## src/rtl/core/utf8_to_codepoint_decoder_unit_defines.svh

```systemverilog
// Assertion macros used by the UTF-8 decoder top level.
`ifndef UTF8_TO_CODEPOINT_DECODER_UNIT_DEFINES_SVH
`define UTF8_TO_CODEPOINT_DECODER_UNIT_DEFINES_SVH

// Same-cycle implication, checked outside reset.
`define UTFD_ASSERT_SAME(label, clk, rst_n, ante, cons, msg) \
    label: assert property (@(posedge clk) disable iff (!rst_n) (ante) |-> (cons)) \
        else $error(msg);

// Next-cycle implication, checked outside reset.
`define UTFD_ASSERT_NEXT(label, clk, rst_n, ante, cons, msg) \
    label: assert property (@(posedge clk) disable iff (!rst_n) (ante) |=> (cons)) \
        else $error(msg);

`endif

```

## src/rtl/core/utfd_pkg.sv

```systemverilog
// Types, constants and helper functions of the UTF-8 decoder.
`timescale 1ns / 1ps
`default_nettype none
package utfd_pkg;

    localparam int MAX_SEQ_LEN_DEF = 4;
    localparam int VALUE_W         = 21;
    localparam int CP1252_N        = 27;

    localparam logic [2:0] STATUS_OK         = 3'd0;
    localparam logic [2:0] STATUS_BAD_LEAD   = 3'd1;
    localparam logic [2:0] STATUS_BAD_CONT   = 3'd2;
    localparam logic [2:0] STATUS_INCOMPLETE = 3'd3;
    localparam logic [2:0] STATUS_NOT_1252   = 3'd4;

    localparam logic [15:0] CP1252_CODE [CP1252_N] = '{
        16'h20AC, 16'h201A, 16'h0192, 16'h201E, 16'h2026, 16'h2020, 16'h2021,
        16'h02C6, 16'h2030, 16'h0160, 16'h2039, 16'h0152, 16'h017D, 16'h2018,
        16'h2019, 16'h201C, 16'h201D, 16'h2022, 16'h2013, 16'h2014, 16'h02DC,
        16'h2122, 16'h0161, 16'h203A, 16'h0153, 16'h017E, 16'h0178
    };
    localparam logic [7:0] CP1252_BYTE [CP1252_N] = '{
        8'd128, 8'd130, 8'd131, 8'd132, 8'd133, 8'd134, 8'd135, 8'd136, 8'd137,
        8'd138, 8'd139, 8'd140, 8'd142, 8'd145, 8'd146, 8'd147, 8'd148, 8'd149,
        8'd150, 8'd151, 8'd152, 8'd153, 8'd154, 8'd155, 8'd156, 8'd158, 8'd159
    };

    typedef struct packed {
        logic [7:0] in_byte;
        logic       string_end;
    } t_in_item;

    typedef struct packed {
        logic [VALUE_W-1:0] char_value;
        logic [2:0]         status;
        logic               is_last;
    } t_out_item;

    // Decoder state carried from one byte to the next.
    typedef struct packed {
        logic [1:0]         rem;
        logic [VALUE_W-1:0] partial;
        logic               discard;
    } t_dec_state;

    typedef struct packed {
        logic       hit;
        logic [7:0] code;
    } t_map;

    // Count leading one bits of a byte (0 to 8).
    function automatic logic [3:0] lead_ones(input logic [7:0] b);
        logic [3:0] n;
        logic       run;
        n   = 4'd0;
        run = 1'b1;
        for (int i = 7; i >= 0; i--) begin
            if (run && b[i]) begin
                n = n + 4'd1;
            end else begin
                run = 1'b0;
            end
        end
        return n;
    endfunction

    // Look up the Windows-1252 byte of a code point above 0xFF.
    function automatic t_map map_1252(input logic [VALUE_W-1:0] cp);
        t_map m;
        m = '0;
        for (int i = 0; i < CP1252_N; i++) begin
            if (cp == {{(VALUE_W-16){1'b0}}, CP1252_CODE[i]}) begin
                m.hit  = 1'b1;
                m.code = CP1252_BYTE[i];
            end
        end
        return m;
    endfunction

endpackage
`default_nettype wire

```

## src/rtl/core/utfd_step_logic.sv

```systemverilog
// Per-byte decode: next state and optional result for one byte.
`timescale 1ns / 1ps
`default_nettype none
module utfd_step_logic #(
    parameter int MAX_SEQ_LEN = utfd_pkg::MAX_SEQ_LEN_DEF
) (
    input  wire utfd_pkg::t_dec_state  i_state,
    input  wire utfd_pkg::t_in_item    i_item,
    input  wire                        i_mode,
    output utfd_pkg::t_dec_state       o_state,
    output logic                       o_emit,
    output utfd_pkg::t_out_item        o_result
);
    import utfd_pkg::*;

    logic [3:0]         lead_n;
    logic [VALUE_W-1:0] cp;
    logic [VALUE_W-1:0] cont_val;
    logic               do_finish;
    logic               do_fail;
    logic [2:0]         fail_code;
    logic               str_end;
    t_map               map;

    assign str_end  = i_item.string_end;
    assign lead_n   = lead_ones(i_item.in_byte);
    assign cont_val = {i_state.partial[VALUE_W-7:0], i_item.in_byte[5:0]};

    always_comb begin
        o_state   = i_state;
        o_emit    = 1'b0;
        o_result  = '0;
        cp        = '0;
        do_finish = 1'b0;
        do_fail   = 1'b0;
        fail_code = STATUS_OK;

        if (i_state.discard) begin
            // drop bytes until the string closes
            if (str_end) begin
                o_state.discard = 1'b0;
            end
        end else if (i_state.rem == 2'd0) begin
            if (lead_n == 4'd0) begin
                do_finish = 1'b1;
                cp        = {{(VALUE_W-8){1'b0}}, i_item.in_byte};
            end else if (lead_n == 4'd1 || lead_n > 4'(MAX_SEQ_LEN)) begin
                do_fail   = 1'b1;
                fail_code = STATUS_BAD_LEAD;
            end else begin
                o_state.partial = {{(VALUE_W-8){1'b0}}, i_item.in_byte & (8'hFF >> lead_n)};
                o_state.rem     = lead_n[1:0] - 2'd1;
                if (str_end) begin
                    do_fail   = 1'b1;
                    fail_code = STATUS_INCOMPLETE;
                end
            end
        end else begin
            if (i_item.in_byte[7:6] != 2'b10) begin
                do_fail   = 1'b1;
                fail_code = STATUS_BAD_CONT;
            end else begin
                o_state.partial = cont_val;
                o_state.rem     = i_state.rem - 2'd1;
                if (i_state.rem == 2'd1) begin
                    do_finish = 1'b1;
                    cp        = cont_val;
                end else if (str_end) begin
                    do_fail   = 1'b1;
                    fail_code = STATUS_INCOMPLETE;
                end
            end
        end

        map = map_1252(cp);

        if (do_finish) begin
            o_state.rem     = 2'd0;
            o_state.partial = '0;
            if (!i_mode || cp[VALUE_W-1:8] == '0) begin
                o_emit              = 1'b1;
                o_result.char_value = cp;
                o_result.status     = STATUS_OK;
                o_result.is_last    = str_end;
            end else if (map.hit) begin
                o_emit              = 1'b1;
                o_result.char_value = {{(VALUE_W-8){1'b0}}, map.code};
                o_result.status     = STATUS_OK;
                o_result.is_last    = str_end;
            end else begin
                do_fail   = 1'b1;
                fail_code = STATUS_NOT_1252;
            end
        end

        if (do_fail) begin
            o_state.rem         = 2'd0;
            o_state.partial     = '0;
            o_state.discard     = !str_end;
            o_emit              = 1'b1;
            o_result.char_value = '0;
            o_result.status     = fail_code;
            o_result.is_last    = 1'b1;
        end
    end

endmodule
`default_nettype wire

```

## src/rtl/core/utf8_to_codepoint_decoder_unit.sv

```systemverilog
// UTF-8 decoder top level: takes one byte per transaction and returns decoded
// characters. A byte is registered on acceptance, decoded combinationally
// against the running sequence state, and any character or error is registered
// in the output register when the byte moves on. One byte is taken every cycle
// as long as the output side does not stall; the output register is the only
// place a result waits, and a byte that yields no result (lead or middle byte
// of a sequence, dropped byte after an error) moves on even while a result is
// held. output_mode selects code points (0) or Windows-1252 bytes (1); the user
// must write it only while the block is idle, and the block itself does not
// enforce this.
`timescale 1ns / 1ps
`default_nettype none
`include "utf8_to_codepoint_decoder_unit_defines.svh"
module utf8_to_codepoint_decoder_unit #(
    parameter int MAX_SEQ_LEN = utfd_pkg::MAX_SEQ_LEN_DEF
) (
    input  wire                     i_clk,
    input  wire                     i_rst_n,
    input  wire                     i_cfg_wr_en,
    input  wire                     i_cfg_wr_data,
    input  wire                     i_in_valid,
    output logic                    o_in_stall,
    input  wire utfd_pkg::t_in_item i_in_item,
    output logic                    o_out_valid,
    input  wire                     i_out_stall,
    output utfd_pkg::t_out_item     o_out_item
);
    import utfd_pkg::*;

    logic       r_mode;
    logic       r_in_valid;
    t_in_item   r_in;
    logic       r_out_valid;
    t_out_item  r_out;
    t_dec_state r_state;

    t_dec_state n_state;
    t_out_item  n_out;
    logic       step_emit;
    logic       out_free;
    logic       advance;
    logic       in_take;

    utfd_step_logic #(
        .MAX_SEQ_LEN (MAX_SEQ_LEN)
    ) u_step (
        .i_state  (r_state),
        .i_item   (r_in),
        .i_mode   (r_mode),
        .o_state  (n_state),
        .o_emit   (step_emit),
        .o_result (n_out)
    );

    assign out_free   = !r_out_valid || !i_out_stall;
    // a byte with no result never waits on the output register
    assign advance    = r_in_valid && (!step_emit || out_free);
    assign o_in_stall = r_in_valid && !advance;
    assign in_take    = i_in_valid && !o_in_stall;

    always_ff @(posedge i_clk) begin
        if (!i_rst_n) begin
            r_mode      <= 1'b0;
            r_in_valid  <= 1'b0;
            r_out_valid <= 1'b0;
            r_state     <= '0;
        end else begin
            if (i_cfg_wr_en) begin
                r_mode <= i_cfg_wr_data;
            end
            if (in_take) begin
                r_in_valid <= 1'b1;
            end else if (advance) begin
                r_in_valid <= 1'b0;
            end
            if (advance) begin
                r_state <= n_state;
            end
            if (advance && step_emit) begin
                r_out_valid <= 1'b1;
            end else if (!i_out_stall) begin
                r_out_valid <= 1'b0;
            end
        end
    end

    always_ff @(posedge i_clk) begin
        if (in_take) begin
            r_in <= i_in_item;
        end
        if (advance && step_emit) begin
            r_out <= n_out;
        end
    end

    assign o_out_valid = r_out_valid;
    assign o_out_item  = r_out;

    `UTFD_ASSERT_SAME(a_err_is_last, i_clk, i_rst_n,
        o_out_valid && o_out_item.status != STATUS_OK, o_out_item.is_last,
        "error result without is_last")
    `UTFD_ASSERT_SAME(a_err_zero_value, i_clk, i_rst_n,
        o_out_valid && o_out_item.status != STATUS_OK, o_out_item.char_value == '0,
        "error result with nonzero value")
    `UTFD_ASSERT_SAME(a_open_seq_not_discard, i_clk, i_rst_n,
        r_state.rem != 2'd0, !r_state.discard,
        "open sequence while dropping bytes")
    `UTFD_ASSERT_NEXT(a_discard_silent, i_clk, i_rst_n,
        r_in_valid && r_state.discard && !o_in_stall && !(o_out_valid && i_out_stall),
        !($past(step_emit)),
        "result produced while dropping bytes")

endmodule
`default_nettype wire

```

## config.mk

```make
export PLATFORM = sky130hd
export DESIGN_NAME = utf8_to_codepoint_decoder_unit
export DESIGN_NICKNAME = d
export VERILOG_FILES = /design/src/rtl/core/utfd_pkg.sv /design/src/rtl/core/utfd_step_logic.sv /design/src/rtl/core/utf8_to_codepoint_decoder_unit.sv
export VERILOG_INCLUDE_DIRS = /design/src /design/src/rtl/core
export SDC_FILE = /design/constraint.sdc
export NUM_CORES = 1
export LEC_CHECK = 0
export BUFFER_PORTS_ARGS = -buffer_cell sky130_fd_sc_hd__buf_4
export CAP_MARGIN = 20
export CORE_MARGIN = 2
export CORE_UTILIZATION = 54
export CTS_CLUSTER_SIZE = 8
export DETAILED_ROUTE_END_ITERATION = 16
export PLACE_DENSITY = 0.78
export SLEW_MARGIN = 20
export SYNTH_ARGS = -nofsm -noshare
export SYNTH_HDL_FRONTEND = slang
export SYNTH_SLANG_ARGS = --single-unit
```

## constraint.sdc

```tcl
create_clock -name i_clk -period 7.1 [get_ports i_clk]
set_clock_uncertainty 0.05 [all_clocks]
set_input_delay 2.13 -clock i_clk [delete_from_list [all_inputs] [get_ports i_clk]]
set_output_delay 2.13 -clock i_clk [all_outputs]
set_load 0.02 [all_outputs]
```

==> results of run 1 <==
## routing by layer
layer	vias up	track usage [%]
li1	1855	-
met1	1807	35.35
met2	168	44.92
met3	36	3.748
met4	0	10.31
met5	-	0
## flip-flops by register name, summed over array words and instances (netlist names)
signal,flops
o_out_item,25
r_state,18
r_in,9
o_out_valid,1
r_in_valid,1
r_mode,1
## cells in the mapped netlist, types with 3 or more instances
master                      number
sky130_fd_sc_hd__o2111ai_1       3
sky130_fd_sc_hd__a32oi_1         3
sky130_fd_sc_hd__a31oi_1         6
sky130_fd_sc_hd__buf_1           3
sky130_fd_sc_hd__nor2b_1        10
sky130_fd_sc_hd__ha_1            9
sky130_fd_sc_hd__o21ai_0        22
sky130_fd_sc_hd__nor2_1         24
sky130_fd_sc_hd__clkbuf_1       19
sky130_fd_sc_hd__inv_1          16
sky130_fd_sc_hd__nor4_1          8
sky130_fd_sc_hd__nand3_1        36
sky130_fd_sc_hd__and3_1         23
sky130_fd_sc_hd__buf_2           5
sky130_fd_sc_hd__nor3_1         14
sky130_fd_sc_hd__xnor2_1         5
sky130_fd_sc_hd__a21o_1          4
sky130_fd_sc_hd__buf_6           3
sky130_fd_sc_hd__dfxtp_1        21
sky130_fd_sc_hd__and2_1          8
sky130_fd_sc_hd__o32ai_1         4
sky130_fd_sc_hd__or2_2           5
sky130_fd_sc_hd__and4_1          3
sky130_fd_sc_hd__nand2b_1        5
sky130_fd_sc_hd__edfxtp_1       34
sky130_fd_sc_hd__nor4b_1         3
sky130_fd_sc_hd__nand2_1        56
sky130_fd_sc_hd__o21a_1          4
sky130_fd_sc_hd__nand3b_1        5
sky130_fd_sc_hd__a21oi_1        22
sky130_fd_sc_hd__o31ai_1        11
sky130_fd_sc_hd__nand4_1         7
sky130_fd_sc_hd__mux2i_1         4
sky130_fd_sc_hd__nand4b_1        3
## logic make-up (layout without fill, tap and decap cells)
kind of cell,count (synthesis),in the layout,synth area share (%)
xor+xnor,6,6,1.327
flops,55,55,36.39
simple gates,223,223,30.70
compound gates,115,115,21.13
mux,7,7,2.527
buf+inv,46,104,5.085
fa+ha+maj,9,9,2.843
## power groups by stage
stage	logic (mW)	clock network [mW]	registers, mW
finish	0.211	0.189	0.374
global route	0.227	0.205	0.377
CTS	0.200	0.195	0.374
detailed placement	0.182	0	0.381
global placement	0.180	0	0.381
floorplan	0.113	0	0.390
## path summary, 6_finish.rpt
check | to | cells after the start
setup / recovery | o_in_stall | 27
setup reg to reg | r_in[4] | 26
hold reg to reg | r_state[10] | 2
hold / removal | r_state[10] | 2
## per-stage QoR
stage / setup TNS [ns] / hold WS [ns] / power (mW)
6_report: -0.1748 / 0.4364 / 0.7743
5_1_grt: -0.3831 / 0.4625 / 0.8090
4_1_cts: -0.1678 / 0.4365 / 0.7684
3_5_place_dp: -0.1418 / 0.4205 / 0.5636
3_3_place_gp: 0 / 0.4136 / 0.5605
2_1_floorplan: 0 / 0.4031 / 0.5026
## worst max-delay path: stages, from the launching register on
cell                       delay, ns
sky130_fd_sc_hd__edfxtp_1       0.44
sky130_fd_sc_hd__nand2b_4       0.18
sky130_fd_sc_hd__inv_4          0.06
sky130_fd_sc_hd__ha_4           0.21
sky130_fd_sc_hd__o21a_1         0.21
sky130_fd_sc_hd__ha_4           0.23
sky130_fd_sc_hd__nand2_4        0.06
sky130_fd_sc_hd__nand2_2        0.06
sky130_fd_sc_hd__ha_4           0.28
sky130_fd_sc_hd__nor3_2         0.04
sky130_fd_sc_hd__a31oi_2        0.20
sky130_fd_sc_hd__ha_1           0.28
sky130_fd_sc_hd__inv_1          0.07
sky130_fd_sc_hd__o21ai_2        0.05
sky130_fd_sc_hd__ha_1           0.32
sky130_fd_sc_hd__mux2i_1        0.18
sky130_fd_sc_hd__o21ai_2        0.08
sky130_fd_sc_hd__ha_1           0.28
sky130_fd_sc_hd__mux2i_2        0.19
sky130_fd_sc_hd__ha_2           0.26
sky130_fd_sc_hd__and3_4         0.22
sky130_fd_sc_hd__nand3b_1       0.10
sky130_fd_sc_hd__a21oi_2        0.18
sky130_fd_sc_hd__mux2i_4        0.09
sky130_fd_sc_hd__nand3b_1       0.20
sky130_fd_sc_hd__a21oi_4        0.06
sky130_fd_sc_hd__nor2_4         0.11
sky130_fd_sc_hd__buf_6          0.13
## timing repair
| action | CTS | global route |
|---|---|---|
| buffers inserted | 16 | 5 |
| pin swaps | 15 | 12 |
| resized for setup | 13 | 8 |
| endpoints found under the setup margin | 1 | 1 |
## layout make-up
| class | instances | area, um2 |
|---|---|---|
| Clock inverter | 3 | 33.78 |
| Inverter | 16 | 62.56 |
| Sequential cell | 55 | 1441 |
| Tap cell | 99 | 123.9 |
| Clock buffer | 5 | 68.82 |
| Timing Repair Buffer | 80 | 604.3 |
| Fill cell | 589 | 2379 |
| Multi-Input combinational cell | 360 | 2462 |
==> run metrics, run 1 <==
run status complete, but fails checks; failing checks setup timing; GRT overflow 0; summed area of non-filler cells in the final layout 4797 um2; Final Worst Setup Slack -0.1748 ns; fraction of registers with async set or reset after synthesis 0%; dpl cells 589; Final Critical Period 7.275 ns; wire length the detailed router placed on met1 4469 um; deepest clock path buffer count 2; most used flip-flop cell after synthesis sky130_fd_sc_hd__edfxtp_1; Slew headroom 36.88%; Critical Path End Type primary output; number of non-filler instances in the completed layout 618; Reg clk slew, reported paths ~0.11 ns; power share of the sequential group 48.3%; drt drc 0; Cells after Synth 461; net count of the mapped netlist 485; Antenna Nets Post-Route 0; post-synth top area share 25.77%; most common library cell in the layout ignoring fill and taps sky130_fd_sc_hd__buf_4; Worst Setup Start Kind register; part of the total power dissipated in combinational logic 27.3%; Power Density 161.4 nW/um2; Synth Cell Area 3961 um2; amount of wire on met2 after detailed routing 5208 um; period utilisation layout 102.5%; clock tree root buffer cell sky130_fd_sc_hd__clkbuf_8; ratio of cells with drive above 1 in the final layout a little over a quarter; starting utilization of the core area between 50% and 60%; crit path DAT 5.09 ns; weighted congestion at the end of routability-driven global placement 0.9748; Total Die Area 8037 um2; WP data required 4.92 ns; unique cell type count in the Yosys netlist 75; Achievable Freq roughly 140 MHz; standard-cell row count 31; global-route wire length before repair 16840 um; FF-to-FF setup slack 1.25 ns; total wire length 10660 um; post-cts hold buffer count 0; critical path launch point r_in[7]; routed len/inst between 15 and 20 um; Sw Pwr about 0.25 mW; number of flops mapped to enable cells by yosys 34; commonest cells after routing, fill and taps aside sky130_fd_sc_hd__buf_4 (79), sky130_fd_sc_hd__nand2_1 (53), sky130_fd_sc_hd__nand3_1 (35), sky130_fd_sc_hd__edfxtp_1 (34); Fin. Hold Viols 0; peak supply drop 0.00009431 V; P_int 0.5231 mW; Antenna Diode Count 0; sink count of the clock tree between 50 and 60; final HPWL from detailed placement between 7000 and 8000 um; Die Span Y 89.65 um; vias post-DR 3866; synth top area cells sky130_fd_sc_hd__edfxtp_1 (26%), sky130_fd_sc_hd__dfxtp_1 (11%), sky130_fd_sc_hd__nand2_1 (5.3%); post-synthesis area per instance 8.593 um2; maximum fanout along the worst path 5; biggest area consumer among synthesized cells sky130_fd_sc_hd__edfxtp_1; number of top-level pins 42; Post-Place Setup Slack -0.1418 ns; total met3 wirelength after detailed routing 671 um; detail-routed via count per cell 6.256; dpl cell area 4431 um2; Critical R2R Launch r_in[7]; Least-Margin Pin Slew 0.9433 ns; hold wc startpoint r_state[10]; Worst Path Class, Setup register to primary output; NumNets Final 542; horizontal extent of the die between 80 and 90 um; CTS tree done; number of synthesized register bits 55; number of violations reported at the end of detailed-routing iteration 0 438; Clock power frac approximately a quarter; final core utilization 66.85%; sequential element share of the synthesized area 36.39%; Top Metal Used met4; Hold Crit Class register to register; count of max-cap constraint violations 0; setup repair after global routing missed its margin yes; total of endpoints with negative setup slack in the final report 1; clk_lat worst skew roughly 0.32 ns; Synth Warn # 0; post-synthesis to final-layout area growth 21.10%; GRT Overall Usage 26.91%; maximum number of pins on one net before global-route repair 32; switch share approximately 32%; total iterations of the first detailed-routing run 5; depth of the CTS H-tree 2; count of buffers inserted at the top-level ports ~40; clock buffer count from CTS 5; leakage power figure roughly 1.8 nW; antenna violations before repair 0; placeable core region 7176 um2; number of max-slew violations in the final report 0; vias in the first global route 3495
Power figures use the tool's default switching activity.
==> run 2, diff against run 1 <==
--- a/constraint.sdc
+++ b/constraint.sdc
@@ -3,3 +3,3 @@
 set_input_delay 2.13 -clock i_clk [delete_from_list [all_inputs] [get_ports i_clk]]
 set_output_delay 2.13 -clock i_clk [all_outputs]
-set_load 0.02 [all_outputs]
+set_load 0.005 [all_outputs]
==> run 2 against run 1 <==
Against the previous run: the flow still finishes with violations (setup timing); flip-flop and latch count unchanged; wire length grew 3.1%; worst setup slack improved by 0.016 ns; power down 0.97%; final cell count grew 0.16%; combinational power hardly changed; clock power down 2%; first-iteration DRC count shrank 18%; largest cell class unchanged; highest routed layer unchanged.
==> run metrics, run 2 (synthesis gave the netlist of run 1 again) <==
failing checks setup timing; weighted congestion at the end of routability-driven global placement 0.9339 (-4.2%); Critical R2R Launch r_in[7]; FF-to-FF setup slack 1.28 ns (+0.03 ns); P_int 0.5249 mW (+0.35%); Final Worst Setup Slack -0.1591 ns (+0.01575 ns); commonest cells after routing, fill and taps aside sky130_fd_sc_hd__buf_4 (81), sky130_fd_sc_hd__nand2_1 (53), sky130_fd_sc_hd__nand3_1 (36), sky130_fd_sc_hd__edfxtp_1 (34); Hold Crit Class register to register; capture point of the worst reg-to-reg path o_out_item[11]; maximum fanout along the worst path 6 (+1); sink count of the clock tree 55 (unchanged); total met3 wirelength after detailed routing 667 um (-0.60%); GRT overflow 0 (unchanged); power share of the sequential group 48.8% (+0.5 points); dpl cell area 4453 um2 (+0.51%); filler cell count 584 (-0.85%); Antenna Diode Count 0 (unchanged); post-cts hold buffer count 0 (unchanged); vias in the first global route 3530 (+1.0%); part of the total power dissipated in combinational logic 27.1% (-0.2 points); final total power 0.7668 mW (-0.97%); critical path's largest stage delay 0.43 ns (about the same); total of endpoints with negative setup slack in the final report 1 (unchanged); global-route wire length before repair 17040 um (+1.2%); number of max-slew violations in the final report 0 (unchanged); number of top-level pins 42 (unchanged); Total Negative Setup Slacks -0.1591 ns (+0.01575 ns); setup repair after global routing missed its margin yes; ratio of cells with drive above 1 in the final layout 25.77% (-0.44 points); Least-Margin Pin Slew 0.9892 ns (+0.04586 ns); Total Die Area 8037 um2 (unchanged); routed len/inst 17.75 um (+2.9%); cell type of the slowest stage on the worst timing path sky130_fd_sc_hd__edfxtp_1; period utilisation layout 102.2% (-0.22 points); post-synthesis to final-layout area growth 21.35%; total iterations of the first detailed-routing run 5 (unchanged); Slew headroom 33.81% (-3.1 points); Stages on worst setup path 25 (-7.4%); vias post-DR 3918 (+1.3%); Sw Pwr 0.2419 mW (-3.7%); crit-path leading delay family adder cells; placeable core region 7176 um2 (unchanged); WP data required 4.92 ns (about the same); dpl cells 592 (+0.51%); peak supply drop 0.0001135 V (+20%); drt drc 0 (unchanged); depth of the CTS H-tree 2 (unchanged); Antenna Nets Post-Route 0 (unchanged); Reg clk slew, reported paths 0.11 ns (about the same); total wire length 10990 um (+3.1%); NumNets Final 543 (+0.18%); Achievable Freq 137.8 MHz (+0.22%); Power Density 159.5 nW/um2 (-1.2%); number of violations reported at the end of detailed-routing iteration 0 359 (-18%); critical path launch point r_in[7]; Final Critical Period 7.259 ns (-0.01575 ns); Worst Setup Start Kind register; maximum number of pins on one net before global-route repair 30 (-6.3%); clock buffer count from CTS 5 (unchanged); starting utilization of the core area 55.20% (unchanged); detail-routed via count per cell 6.330 (+1.2%); flip-flop count of the largest register, all copies and words added 25 (unchanged); crit path DAT 5.08 ns (about the same); count of max-cap constraint violations 0 (unchanged); final HPWL from detailed placement 7593 um (+1.0%); GRT Overall Usage 27.33% (+0.42 points); number of non-filler instances in the completed layout 619 (+0.16%); horizontal extent of the die 89.65 um (unchanged); count of buffers inserted at the top-level ports 41 (unchanged); leakage power figure 1.829 nW (-0.29%); wire length the detailed router placed on met1 4581 um (+2.5%); antenna violations before repair 0 (unchanged); cell mode on critical path sky130_fd_sc_hd__ha_4; Die Span Y 89.65 um (unchanged); length in cells of the worst reg-to-reg path 28 (+7.7%); amount of wire on met2 after detailed routing 5356 um (+2.8%); Clock power frac 24.2% (-0.2 points); Worst Path Class, Setup register to primary output; CTS tree done; Top Metal Used met4; summed area of non-filler cells in the final layout 4807 um2 (+0.21%); Crit path buffers/inverters 3 (unchanged); run status complete, but fails checks; deepest clock path buffer count 2 (unchanged); clock tree root buffer cell sky130_fd_sc_hd__clkbuf_8; switch share 31.55% (-0.90 points); most common library cell in the layout ignoring fill and taps sky130_fd_sc_hd__buf_4; Fin. Hold Viols 0 (unchanged); standard-cell row count 31 (unchanged); clk_lat worst skew 0.32 ns (about the same); Critical Path End Type primary output; worst setup path endpoint o_in_stall
[run 2: worst min path at each step]
stage | start | endpoint | slack (ns) | depth (start not counted)
2_1_floorplan | r_state[13] | r_state[13] | 0.40 | 2
3_3_place_gp | o_out_valid | o_out_valid | 0.41 | 2
3_5_place_dp | o_out_valid | o_out_valid | 0.42 | 2
4_1_cts | o_out_valid | o_out_valid | 0.43 | 2
5_1_grt | r_state[13] | r_state[13] | 0.46 | 2
6_report | o_out_valid | o_out_valid | 0.43 | 2
[run 2: layout make-up]
class | count | area [um2] | area share, %
multi-input cells | 360 | 2475 | 51.48
repair buffers | 81 | 608.1 | 12.65
clock buffers | 5 | 68.82 | 1.432
inverters | 16 | 62.56 | 1.301
flip-flops and latches | 55 | 1441 | 29.98
well taps | 99 | 123.9 | 2.577
clock inverters | 3 | 27.53 | 0.5726
[run 2: timing repair]
action / CTS / global route
cloned: 0 / 0
endpoints found under the setup margin: 1 / 1
setup buffers: 13 / 6
gates resized for setup: 10 / 12
endpoints found under the hold margin: 0 / 0
pin swaps: 12 / 13
[run 2: routing by layer]
metal,track usage (%),vias to the layer above
li1,-,1856
met1,35.32,1840
met2,45.05,181
met3,4.479,41
met4,12.08,0
met5,0,-
[run 2: tightest hold or removal path, cell delays in order, from the launching register on]
cell	delay (ns)
sky130_fd_sc_hd__dfxtp_1	0.33
sky130_fd_sc_hd__nand2_1	0.05
sky130_fd_sc_hd__a21boi_0	0.06
[run 2: power groups by stage]
stage / combinational [mW] / clock [mW] / sequential, mW
3_3_place_gp: 0.170 / 0 / 0.380
5_1_grt: 0.224 / 0.198 / 0.377
6_report: 0.208 / 0.185 / 0.374
3_5_place_dp: 0.173 / 0 / 0.381
4_1_cts: 0.186 / 0.188 / 0.374
2_1_floorplan: 0.113 / 0 / 0.377
[run 2: through the flow]
step	util [%]	setup slack, ns	hold WS [ns]
after global placement	62.06	0.09785	0.4117
final	66.99	-0.1591	0.4322
after detailed placement	62.06	-0.1357	0.4177
after CTS	65.37	-0.2207	0.4327
after global routing	66.99	-0.3958	0.4650
after floorplan	-	0.02086	0.4031
